**config.mk**
```make
export PLATFORM = sky130hd
export DESIGN_NAME = audible_state_tracker
export DESIGN_NICKNAME = d
export VERILOG_FILES = /design/src/ast_pkg.sv /design/src/ast_front.sv /design/src/ast_update.sv /design/src/audible_state_tracker.sv
export SDC_FILE = /design/constraint.sdc
export NUM_CORES = 2
export LEC_CHECK = 0
export BUFFER_PORTS_ARGS = -buffer_cell sky130_fd_sc_hd__buf_2
export CORE_ASPECT_RATIO = 0.8
export CORE_MARGIN = 2
export CORE_UTILIZATION = 40
export DETAILED_ROUTE_END_ITERATION = 10
export PLACE_DENSITY_LB_ADDON = 0.2
export SYNTH_ARGS = -nofsm -noshare
export SYNTH_HDL_FRONTEND = slang
export SYNTH_SLANG_ARGS = --single-unit
```
**constraint.sdc**
```tcl
create_clock -name clock -period 17.8 [get_ports clock]
set_clock_uncertainty 0.2 [all_clocks]
set_input_delay 3.56 -clock clock [delete_from_list [all_inputs] [get_ports clock]]
set_output_delay 3.56 -clock clock [all_outputs]
set_load 0.03 [all_outputs]
```
**src/ast_pkg.sv**
```systemverilog
// Shared types, constants and helper functions for the audible state tracker.
// Used by the front, update and top-level modules; depends on nothing else.
package ast_pkg;

   localparam int SAMPLE_WIDTH = 24;
   localparam int TIME_WIDTH = 48;
   localparam int COUNT_WIDTH = 13;
   localparam int THRESH_WIDTH = 20;
   localparam int MARGIN_WIDTH = 23;
   localparam int CSR_DATA_WIDTH = 23;
   localparam int CSR_INDEX_WIDTH = 1;
   localparam int CMP_WIDTH = ((SAMPLE_WIDTH + 1 > MARGIN_WIDTH + 1) ?
                               SAMPLE_WIDTH + 1 : MARGIN_WIDTH + 1) + 1;

   localparam logic [THRESH_WIDTH-1:0] THRESH_RESET = THRESH_WIDTH'(2048);
   localparam logic [MARGIN_WIDTH-1:0] MARGIN_RESET = MARGIN_WIDTH'(839);

   localparam logic [CSR_INDEX_WIDTH-1:0] CSR_THRESHOLD = 1'b0;
   localparam logic [CSR_INDEX_WIDTH-1:0] CSR_MARGIN = 1'b1;

   localparam logic OP_CLIENT = 1'b0;
   localparam logic OP_MIXED = 1'b1;

   typedef enum logic [1:0] {
      ST_SILENT = 2'd0,
      ST_MUSIC = 2'd1,
      ST_AUDIBLE = 2'd2
   } state_type;

   // One frame as held in the input register, end time already formed.
   typedef struct packed {
      logic op;
      logic is_music;
      logic signed [SAMPLE_WIDTH-1:0] left_sample;
      logic signed [SAMPLE_WIDTH-1:0] right_sample;
      logic first_of_buffer;
      logic last_of_buffer;
      logic [TIME_WIDTH-1:0] end_time;
   } item_type;

   typedef struct packed {
      logic valid;
      state_type audible_state;
      logic state_changed;
   } result_type;

   // True when a sample strays more than the margin from its reference.
   function automatic logic off_ref(input logic signed [SAMPLE_WIDTH-1:0] s,
                                    input logic signed [SAMPLE_WIDTH-1:0] r,
                                    input logic [MARGIN_WIDTH-1:0] m);
      logic signed [CMP_WIDTH-1:0] d;
      logic signed [CMP_WIDTH-1:0] mm;
      d = CMP_WIDTH'(s) - CMP_WIDTH'(r);
      mm = $signed(CMP_WIDTH'(m));
      return (d > mm) || (d < -mm);
   endfunction

   // End is not before t and at least thr frames past it.
   function automatic logic since_at_least(input logic [TIME_WIDTH-1:0] end_t,
                                           input logic [TIME_WIDTH-1:0] t,
                                           input logic [THRESH_WIDTH-1:0] thr);
      logic [TIME_WIDTH:0] diff;
      diff = {1'b0, end_t} - {1'b0, t};
      return !diff[TIME_WIDTH] && (diff[TIME_WIDTH-1:0] >= TIME_WIDTH'(thr));
   endfunction

endpackage

```
**src/ast_front.sv**
```systemverilog
// Input register of the audible state tracker: captures an accepted frame
// and forms the buffer end time. Depends on ast_pkg.
module ast_front (
   input  logic clock,
   input  logic reset,
   input  logic req_valid,
   input  logic req_stall,
   input  logic req_op,
   input  logic req_is_music,
   input  logic signed [ast_pkg::SAMPLE_WIDTH-1:0] req_left_sample,
   input  logic signed [ast_pkg::SAMPLE_WIDTH-1:0] req_right_sample,
   input  logic req_first_of_buffer,
   input  logic req_last_of_buffer,
   input  logic [ast_pkg::TIME_WIDTH-1:0] req_start_time,
   input  logic [ast_pkg::COUNT_WIDTH-1:0] req_frame_count,
   input  logic item_done,
   output logic item_valid,
   output ast_pkg::item_type item
);

   logic valid_ff;
   logic valid_in;
   ast_pkg::item_type item_ff;
   ast_pkg::item_type item_in;
   logic accept;
   logic [ast_pkg::COUNT_WIDTH-1:0] count_less_one;

   assign accept = req_valid && !req_stall;

   // A zero frame count counts as one frame, so the end equals the start.
   always_comb begin
      if (req_frame_count == '0) begin
         count_less_one = '0;
      end else begin
         count_less_one = req_frame_count - ast_pkg::COUNT_WIDTH'(1);
      end
      item_in.op = req_op;
      item_in.is_music = req_is_music;
      item_in.left_sample = req_left_sample;
      item_in.right_sample = req_right_sample;
      item_in.first_of_buffer = req_first_of_buffer;
      item_in.last_of_buffer = req_last_of_buffer;
      item_in.end_time = req_start_time + ast_pkg::TIME_WIDTH'(count_less_one);
   end

   always_comb begin
      if (accept) begin
         valid_in = 1'b1;
      end else if (item_done) begin
         valid_in = 1'b0;
      end else begin
         valid_in = valid_ff;
      end
   end

   always_ff @(posedge clock) begin
      if (reset) begin
         valid_ff <= 1'b0;
      end else begin
         valid_ff <= valid_in;
      end
   end

   always_ff @(posedge clock) begin
      if (accept) begin
         item_ff <= item_in;
      end
   end

   assign item_valid = valid_ff;
   assign item = item_ff;

endmodule

```
**src/ast_update.sv**
```systemverilog
// Per-frame update of the audible state tracker: audibility test, timestamp
// bookkeeping and the three-state machine. Depends on ast_pkg.
module ast_update (
   input  logic clock,
   input  logic reset,
   input  logic item_valid,
   input  ast_pkg::item_type item,
   input  logic out_free,
   input  logic [ast_pkg::THRESH_WIDTH-1:0] threshold,
   input  logic [ast_pkg::MARGIN_WIDTH-1:0] margin,
   output logic item_done,
   output ast_pkg::result_type result
);

   ast_pkg::state_type state_ff;
   ast_pkg::state_type state_in;
   logic [ast_pkg::TIME_WIDTH-1:0] silent_ff, silent_in;
   logic [ast_pkg::TIME_WIDTH-1:0] silent_music_ff, silent_music_in;
   logic [ast_pkg::TIME_WIDTH-1:0] audible_other_ff, audible_other_in;
   logic [ast_pkg::TIME_WIDTH-1:0] audible_music_ff, audible_music_in;
   logic signed [ast_pkg::SAMPLE_WIDTH-1:0] ref_left_ff, ref_left_in;
   logic signed [ast_pkg::SAMPLE_WIDTH-1:0] ref_right_ff, ref_right_in;
   logic heard_ff, heard_in;

   logic heard_now;
   logic end_of_buffer;
   logic mixed_end;
   logic [ast_pkg::TIME_WIDTH-1:0] end_t;
   logic [ast_pkg::TIME_WIDTH-1:0] silent_eff;
   logic silent_long, music_silent_long, other_long, music_audible_long;
   logic other_now, music_now;
   ast_pkg::state_type eval_state;

   assign end_t = item.end_time;
   assign end_of_buffer = item_valid && item.last_of_buffer;
   assign mixed_end = end_of_buffer && (item.op == ast_pkg::OP_MIXED);

   // Only a mixed buffer end yields a result, so only it waits on the output.
   assign item_done = item_valid && (!mixed_end || out_free);

   // A first frame is its own reference, so it can never count as heard.
   assign heard_now = item.first_of_buffer ? 1'b0 :
                      (heard_ff ||
                       ast_pkg::off_ref(item.left_sample, ref_left_ff, margin) ||
                       ast_pkg::off_ref(item.right_sample, ref_right_ff, margin));

   assign silent_eff = (!heard_now && end_t > silent_ff) ? end_t : silent_ff;

   assign silent_long = ast_pkg::since_at_least(end_t, silent_eff, threshold);
   assign music_silent_long = ast_pkg::since_at_least(end_t, silent_music_ff, threshold);
   assign other_long = ast_pkg::since_at_least(end_t, audible_other_ff, threshold);
   assign music_audible_long = ast_pkg::since_at_least(end_t, audible_music_ff, threshold);
   assign other_now = (end_t <= audible_other_ff) && (audible_other_ff != '0);
   assign music_now = (end_t <= audible_music_ff) && (audible_music_ff != '0);

   always_comb begin
      unique case (state_ff)
         ast_pkg::ST_SILENT: begin
            if (silent_long && other_now) begin
               eval_state = ast_pkg::ST_AUDIBLE;
            end else if (music_silent_long && music_now) begin
               eval_state = ast_pkg::ST_MUSIC;
            end else begin
               eval_state = ast_pkg::ST_SILENT;
            end
         end
         ast_pkg::ST_MUSIC: begin
            if (silent_long && other_now) begin
               eval_state = ast_pkg::ST_AUDIBLE;
            end else if (other_long && music_audible_long) begin
               eval_state = ast_pkg::ST_SILENT;
            end else begin
               eval_state = ast_pkg::ST_MUSIC;
            end
         end
         ast_pkg::ST_AUDIBLE: begin
            if (other_long && music_silent_long && music_now) begin
               eval_state = ast_pkg::ST_MUSIC;
            end else if (other_long && music_audible_long) begin
               eval_state = ast_pkg::ST_SILENT;
            end else begin
               eval_state = ast_pkg::ST_AUDIBLE;
            end
         end
         default: begin
            eval_state = state_ff;
         end
      endcase
   end

   always_comb begin
      state_in = state_ff;
      silent_in = silent_ff;
      silent_music_in = silent_music_ff;
      audible_other_in = audible_other_ff;
      audible_music_in = audible_music_ff;
      ref_left_in = ref_left_ff;
      ref_right_in = ref_right_ff;
      heard_in = heard_ff;
      result.valid = 1'b0;
      result.audible_state = eval_state;
      result.state_changed = (eval_state != state_ff);
      if (item_done) begin
         heard_in = heard_now;
         if (item.first_of_buffer) begin
            ref_left_in = item.left_sample;
            ref_right_in = item.right_sample;
         end
         if (mixed_end) begin
            silent_in = silent_eff;
            state_in = eval_state;
            result.valid = 1'b1;
         end else if (end_of_buffer) begin
            if (item.is_music) begin
               if (heard_now) begin
                  if (end_t > audible_music_ff) begin
                     audible_music_in = end_t;
                  end
               end else if (end_t > silent_music_ff) begin
                  silent_music_in = end_t;
               end
            end else if (heard_now && end_t > audible_other_ff) begin
               audible_other_in = end_t;
            end
         end
      end
   end

   always_ff @(posedge clock) begin
      if (reset) begin
         state_ff <= ast_pkg::ST_SILENT;
         silent_ff <= '0;
         silent_music_ff <= '0;
         audible_other_ff <= '0;
         audible_music_ff <= '0;
         ref_left_ff <= '0;
         ref_right_ff <= '0;
         heard_ff <= 1'b0;
      end else begin
         state_ff <= state_in;
         silent_ff <= silent_in;
         silent_music_ff <= silent_music_in;
         audible_other_ff <= audible_other_in;
         audible_music_ff <= audible_music_in;
         ref_left_ff <= ref_left_in;
         ref_right_ff <= ref_right_in;
         heard_ff <= heard_in;
      end
   end

endmodule

```
**src/audible_state_tracker.sv**
```systemverilog
// Top level of the audible state tracker: control registers, input stage,
// update stage and result register. Depends on ast_pkg, ast_front, ast_update.
// Frames are registered in the input stage, reports in the result register.
// Throughput: one frame per cycle; a mixed buffer's last frame waits only while
// the result register holds an item that the receiver is still stalling.
// Reset (synchronous) restores the control defaults and clears the tracker state to silent.
module audible_state_tracker (
   input  logic clock,
   input  logic reset,
   input  logic req_valid,
   output logic req_stall,
   input  logic req_op,
   input  logic req_is_music,
   input  logic signed [ast_pkg::SAMPLE_WIDTH-1:0] req_left_sample,
   input  logic signed [ast_pkg::SAMPLE_WIDTH-1:0] req_right_sample,
   input  logic req_first_of_buffer,
   input  logic req_last_of_buffer,
   input  logic [ast_pkg::TIME_WIDTH-1:0] req_start_time,
   input  logic [ast_pkg::COUNT_WIDTH-1:0] req_frame_count,
   output logic rsp_valid,
   input  logic rsp_stall,
   output logic [1:0] rsp_audible_state,
   output logic rsp_state_changed,
   input  logic csr_we,
   input  logic [ast_pkg::CSR_INDEX_WIDTH-1:0] csr_index,
   input  logic [ast_pkg::CSR_DATA_WIDTH-1:0] csr_wdata
);

   logic [ast_pkg::THRESH_WIDTH-1:0] threshold_ff;
   logic [ast_pkg::MARGIN_WIDTH-1:0] margin_ff;
   logic item_valid;
   logic item_done;
   logic out_free;
   ast_pkg::item_type item;
   ast_pkg::result_type result;
   logic rsp_valid_ff, rsp_valid_in;
   logic [1:0] rsp_state_ff;
   logic rsp_changed_ff;

   always_ff @(posedge clock) begin
      if (reset) begin
         threshold_ff <= ast_pkg::THRESH_RESET;
         margin_ff <= ast_pkg::MARGIN_RESET;
      end else if (csr_we) begin
         unique case (csr_index)
            ast_pkg::CSR_THRESHOLD: threshold_ff <= csr_wdata[ast_pkg::THRESH_WIDTH-1:0];
            ast_pkg::CSR_MARGIN: margin_ff <= csr_wdata[ast_pkg::MARGIN_WIDTH-1:0];
            default: begin
            end
         endcase
      end
   end

   assign out_free = !rsp_valid_ff || !rsp_stall;
   assign req_stall = item_valid && !item_done;

   ast_front u_front (
      .clock(clock),
      .reset(reset),
      .req_valid(req_valid),
      .req_stall(req_stall),
      .req_op(req_op),
      .req_is_music(req_is_music),
      .req_left_sample(req_left_sample),
      .req_right_sample(req_right_sample),
      .req_first_of_buffer(req_first_of_buffer),
      .req_last_of_buffer(req_last_of_buffer),
      .req_start_time(req_start_time),
      .req_frame_count(req_frame_count),
      .item_done(item_done),
      .item_valid(item_valid),
      .item(item)
   );

   ast_update u_update (
      .clock(clock),
      .reset(reset),
      .item_valid(item_valid),
      .item(item),
      .out_free(out_free),
      .threshold(threshold_ff),
      .margin(margin_ff),
      .item_done(item_done),
      .result(result)
   );

   always_comb begin
      if (result.valid) begin
         rsp_valid_in = 1'b1;
      end else if (rsp_stall) begin
         rsp_valid_in = rsp_valid_ff;
      end else begin
         rsp_valid_in = 1'b0;
      end
   end

   always_ff @(posedge clock) begin
      if (reset) begin
         rsp_valid_ff <= 1'b0;
      end else begin
         rsp_valid_ff <= rsp_valid_in;
      end
   end

   always_ff @(posedge clock) begin
      if (result.valid) begin
         rsp_state_ff <= result.audible_state;
         rsp_changed_ff <= result.state_changed;
      end
   end

   assign rsp_valid = rsp_valid_ff;
   assign rsp_audible_state = rsp_state_ff;
   assign rsp_state_changed = rsp_changed_ff;

endmodule

```
After elaboration in Yosys (flattened, before gate mapping) --
Cells that the tools add are included.
Word-level totals: output and inout bits 5, flip-flop bits (word level) 391, logic and storage cells 114, input port bits 142
Cells by class: multiplexer cells 16, order comparisons 14, equal/unequal tests 4, add/subtract/negate cells 9, reduce and logical (&&, ||, !) cells 46, bitwise logic cells 4
Operators with widths (number):
- $sub A48 B48 Y49 | 4
- $ge A48 B20 Y1 | 4
- $gt A48 B48 Y1 | 4
- $le A48 B48 Y1 | 2
- $reduce_bool A48 Y1 | 2
- $gt A26 B24 Y1 | 2
- $lt A26 B26 Y1 | 2
- $sub A24 B24 Y25 | 2
- $add A48 B13 Y48 | 1
- $mux W48 | 1
- $neg A23 Y26 | 1
- $logic_and A1 B1 Y1 | 18
- $logic_not A13 Y1 | 1
- $mux W13 | 1
- $sub A13 B1 Y13 const B | 1
- $reduce_and A6 Y1 | 2
- $logic_not A1 Y1 | 10
- $mux W1 | 9
- $mux W2 | 4
- $reduce_and A2 Y1 | 4
- $logic_or A1 B1 Y1 | 6
- $pmux W2 S3 | 1
- $reduce_and A5 Y1 | 1
- $not A1 Y1 | 4
- 6 further kinds | 6

Logic depth before layout (Yosys ltp) --
word-level depth 16, depth in mapped cells 54, depth with buffers taken out 52

Cells and area by module --
Synthesis repeated with hierarchy kept, for this count alone.
Second synthesis, totals: cell total of the unflattened synthesis 4691, area, all modules 36936.7 um^2
Modules (own cells, without submodules):
- ast_update | area each 30232.7 um^2, sequential area each 4864.7 um^2, cells an instance 4149, times used 1
- ast_front | area each 4782.1 um^2, sequential area each 3022.9 um^2, cells an instance 363, times used 1
- audible_state_tracker | area each 1921.8 um^2, sequential area each 970.9 um^2, cells an instance 179, times used 1

Least setup slack after synthesis --
Ideal clock, no wire load.
path kind register to register, start reg u_front.item_ff (netlist bit u_front.item[74]), end reg rsp_state_ff[1], in the netlist rsp_audible_state[1], data pin, required time 17344 ps, period minus slack after synthesis 9834 ps, cell stages (with the launch flop) 54, data arrival time 9379 ps, path slack 7966 ps, library setup time 256 ps, cell sequence edfxtp_1 -> inv_1 -> ha_1 -> inv_1 -> fa_1 -> a21o_1 -> a21oi_1 -> o21bai_1 -> a21oi_1 -> o21ai_0 -> a21bo_2 -> a21oi_1 -> nor2_1 -> nor2_1 -> xnor2_1 -> ha_1 -> a21o_1 -> a21o_1 -> (+18 left out) -> a21o_1 -> a21oi_1 -> o21bai_1 -> xor2_1 -> ha_1 -> a21oi_1 -> nor2b_1 -> o21ai_0 -> o2111ai_1 -> or4_1 -> nor4_1 -> nand4_1 -> nor4_1 -> nand4_1 -> nor4_1 -> a21oi_1 -> or2_2 -> and2_2
RTL lines:
- start, declared | line ast_front.sv:23 | ast_pkg::item_type item_ff;
- start signal, assigned | line ast_front.sv:66 | item_ff <= item_in;
- end signal, assigned | line audible_state_tracker.sv:107 | rsp_state_ff <= result.audible_state;
- end, declared | line audible_state_tracker.sv:37 | logic [1:0] rsp_state_ff;

==> run summary <==
The run finished with clean final reports. The cell with the biggest individual delay on the critical path is sky130_fd_sc_hd__or4_1. The number of nets with antenna violations after routing is 0. In this run the post-CTS setup repair buffer count came out at 0. The final worst-path cycle share is around two thirds. The destination of the worst register-to-register timing path is rsp_audible_state[1]. Global routing used 23.2% of the available tracks. The area of the core is 89400 um2. Setup violations remaining at the end of the flow were counted as 0. The setup slack of the most critical reg-to-reg path is 6040 ps. The most used flip-flop cell after synthesis is sky130_fd_sc_hd__dfxtp_1. Yosys mapped the design onto 89 distinct sky130hd cell types. The utilization after layout came out at 44.5%.

Tracing the worst setup path back leads to its startpoint at u_front.item[74]. In this run the number of H-tree levels came out at 2. In this run the cell area of the synthesized design comes to 36100 um2. The largest driver fanout on the critical path is 49. The initial DRC count came out at 2410. The final count of pins violating max slew came out at 0. The vertical die dimension came out at 273 um. The average footprint of a synthesized cell is 7.90 um2.

The source-to-sink clock delay at the later pin of the worst-skew pair is ~600 ps. The area of the die came out at 92700 um2. The maximum number of buffers from clock root to sink came out at 3. The count of buffers inserted at the top-level ports came out at 146. TritonCTS built the clock tree. The delay of the slowest cell on the worst path is roughly 480 ps.

Counting every sink on the clock net gives 391. The tightest min-delay check is of the reg -> reg type. The power per cell area came out at 77.5 nW/um2. The worst setup path is captured at a flop. In this run the tightest slew margin relative to its limit is between 20% and 30%. The synthesized design contains 391 register bits. Entering global routing, the biggest net connects about 170 pins.

Summed over all failing endpoints, the final setup total negative slack is 0 ps. After detailed routing, the average wire length per cell comes to around 19 um. The fraction of final layout cells sized beyond drive strength 1 is 6.80%. The number of buffers added by the clock tree synthesis step is between 40 and 50. The total number of placement rows is 98. The number of antenna violations at the first check in global routing is 1. The final hold slack is between 200 and 300 ps. The highest ir drop seen on vdd came out at roughly 0.000066 V. Summing internal, switching and leakage power gives 3.08 mW. The number of detailed-route iterations in the first pass is 6.

The static leakage power is 17.0 nW. Yosys printed 0 warnings. The detailed placement HPWL came out at 90000 um. The number of placed I/O pins came out at between 100 and 150.

The filler cell count came out at 9060. The number of global-route vias before repair is between 30k and 40k. After synthesis, flip-flops and latches occupy 24.5% of the total area. The first global-routing pass estimated 171000 um of wire. In the layout the commonest cells are sky130_fd_sc_hd__ha_1, sky130_fd_sc_hd__nand2_1, sky130_fd_sc_hd__nor2_1, sky130_fd_sc_hd__a21oi_1, sky130_fd_sc_hd__inv_1.

Yosys mapped a number of flops with a built-in enable equal to 103. At the pin with the least slew margin, the transition time is around 1100 ps. The depth of the most critical reg-to-reg path is 53.

The clock transition at the registers of the reported paths is 60 ps. The number of buffers inserted for hold repair after clock tree synthesis came out at 0. For this block, the routed nets add up to 111000 um of wire. Using the TritonRoute via totals, the vias-per-cell ratio works out to 5.58. When the netlist entered floorplanning its net count stood at 5202.

The share of flip-flops with an asynchronous set or reset after synthesis is 0%. The die width is 340 um. The area used by multi-input combinational logic came out at 25100 um2. The signed area change from the synthesized netlist to the final layout is 10.0%. The final weighted congestion in routability-driven placement is 0.956. For the worst setup path, the data required time is 17950 ps. STA classifies the critical path startpoint as a flop. The overall via count from detail_route is 32.8k.

The total of cells resized after clock tree synthesis is 0. The cell at the root of the clock tree is sky130_fd_sc_hd__clkbuf_16. The number of max-cap violations is 0. For this run, design rule violations remaining after detail routing come to 0. The startpoint identified for the worst register-to-register timing path is u_front.item[74]. The termination of the worst setup path is rsp_audible_state[1].

The synthesized netlist cell count is 4573. Data arrives at the worst endpoint at between 10000 and 15000 ps. The achievable frequency is about 85 MHz. The class of the most critical setup path is reg -> reg. In this design, the critical path's most frequently occurring cell is sky130_fd_sc_hd__a21oi_1. For this run the aggregate overflow at the end of global routing stands at 0. The area taken by flip-flops and latches is 8860 um2. The shortest period the worst path allows came out at 11760 ps. The hold violation count in the final report is 0.

Leaving out fill and tap cells, the most frequent cell in the layout is sky130_fd_sc_hd__ha_1. Setup repair after global routing left no endpoint under its margin. The net count of the finished layout is 5276. The starting density of the core came out at 40.4%.
-- layer usage --
| metal | up-vias | track usage, % | wire length, um |
|---|---|---|---|
| li1 | 16600 | - | - |
| met1 | 15200 | 35.3 | 57600 |
| met2 | 840 | 33.9 | 44400 |
| met3 | 125 | 3.23 | 6670 |
| met4 | 0 | 5.87 | 2560 |
| met5 | - | 0 | 0 |
-- cell families (layout without fill, tap and decap cells) --
| kind of cell | count (synthesis) | after routing | synth area share [%] |
|---|---|---|---|
| adders and majority gates | 487 | 487 | 17.0 |
| DFF | 391 | 391 | 24.5 |
| muxes | 259 | 259 | 7.19 |
| other | 0 | 3 | 0 |
| AOI/OAI and AO/OA | 1182 | 1182 | 20.7 |
| buffers and inverters | 563 | 678 | 6.04 |
| xor gates and xnor gates | 236 | 236 | 5.72 |
| and+or+nand+nor | 1455 | 1455 | 18.8 |
-- critical path: cells and delay by family, from the launching register on --
family | cells | cell delay (ps)
compound gates | 26 | 5090
simple gates | 14 | 2710
fa+ha+maj | 5 | 1560
buf+inv | 4 | 790
flops | 1 | 390
xor+xnor | 2 | 370
mux | 2 | 360
-- layout make-up --
cell class                 count  area share (%)
inverter                     388            3.66
clock buffer                  66            3.53
clock inverter                26           0.601
antenna                        3          0.0189
multi-input combinational   3619            63.2
sequential                   391            22.3
tap                         1200            3.78
timing repair buffer         198            2.88
-- worst min path at each step --
stage	startpoint	to	slack, ps	cells past startpoint
after floorplan	threshold_ff[10]	threshold_ff[10]	230	2
after global placement	margin_ff[3]	margin_ff[3]	240	2
after detailed placement	u_update.ref_left_ff[15]	u_update.ref_left_ff[15]	250	2
after CTS	u_update.ref_left_ff[15]	u_update.ref_left_ff[15]	260	2
after global routing	u_update.ref_right_ff[4]	u_update.ref_right_ff[4]	270	2
final	u_update.ref_right_ff[11]	u_update.ref_right_ff[11]	250	2
-- power by group --
group,switching [mW],internal [mW],total (mW)
Sequential,0.0270,0.945,0.972
Clock,0.416,0.600,1.02
Combinational,0.665,0.430,1.10
-- cell usage after synthesis (57+ instances only) --
master / count / share of area (%)
sky130_fd_sc_hd__nand4_1: 130 / 2.3
sky130_fd_sc_hd__nor3_1: 74 / 1.0
sky130_fd_sc_hd__dfxtp_1: 288 / 16
sky130_fd_sc_hd__xor2_1: 81 / 2.0
sky130_fd_sc_hd__a21o_1: 143 / 3.0
sky130_fd_sc_hd__edfxtp_1: 103 / 8.6
sky130_fd_sc_hd__a21oi_1: 418 / 5.8
sky130_fd_sc_hd__nand2_1: 458 / 4.8
sky130_fd_sc_hd__o21ai_0: 223 / 3.1
sky130_fd_sc_hd__ha_1: 480 / 17
sky130_fd_sc_hd__nor4_1: 60 / 1.0
sky130_fd_sc_hd__nor2_1: 431 / 4.5
sky130_fd_sc_hd__inv_1: 387 / 4.0
sky130_fd_sc_hd__mux2i_1: 254 / 7.0
sky130_fd_sc_hd__clkbuf_1: 141 / 1.5
sky130_fd_sc_hd__o21a_1: 57 / 1.2
sky130_fd_sc_hd__xnor2_1: 155 / 3.8
sky130_fd_sc_hd__nand3_1: 80 / 1.1
-- flip-flops by register name (all words and copies together), names as in the netlist --
register	cells
rsp_audible_state	2
u_update.audible_other_ff	48
margin_ff	23
u_update.heard_ff	1
rsp_valid	1
u_update.silent_music_ff	48
rsp_state_changed	1
u_update.state_ff	2
u_update.silent_ff	48
threshold_ff	20
u_front.item_valid	1
u_update.ref_right_ff	24
u_update.ref_left_ff	24
u_update.audible_music_ff	48
u_front.item	100
-- through the flow --
| step | cell area (um2) | worst slack, ps | instances |
|---|---|---|---|
| 2_1_floorplan | 36100 | 7970 | 4573 |
| 3_3_place_gp | 38100 | 6360 | 5796 |
| 3_5_place_dp | 38100 | 6150 | 5796 |
| 4_1_cts | 39700 | 6090 | 5888 |
| 5_1_grt | 39700 | 5110 | 5889 |
| 6_report | 39700 | 6040 | 5891 |
No activity file was read; power rests on OpenSTA's default activity.
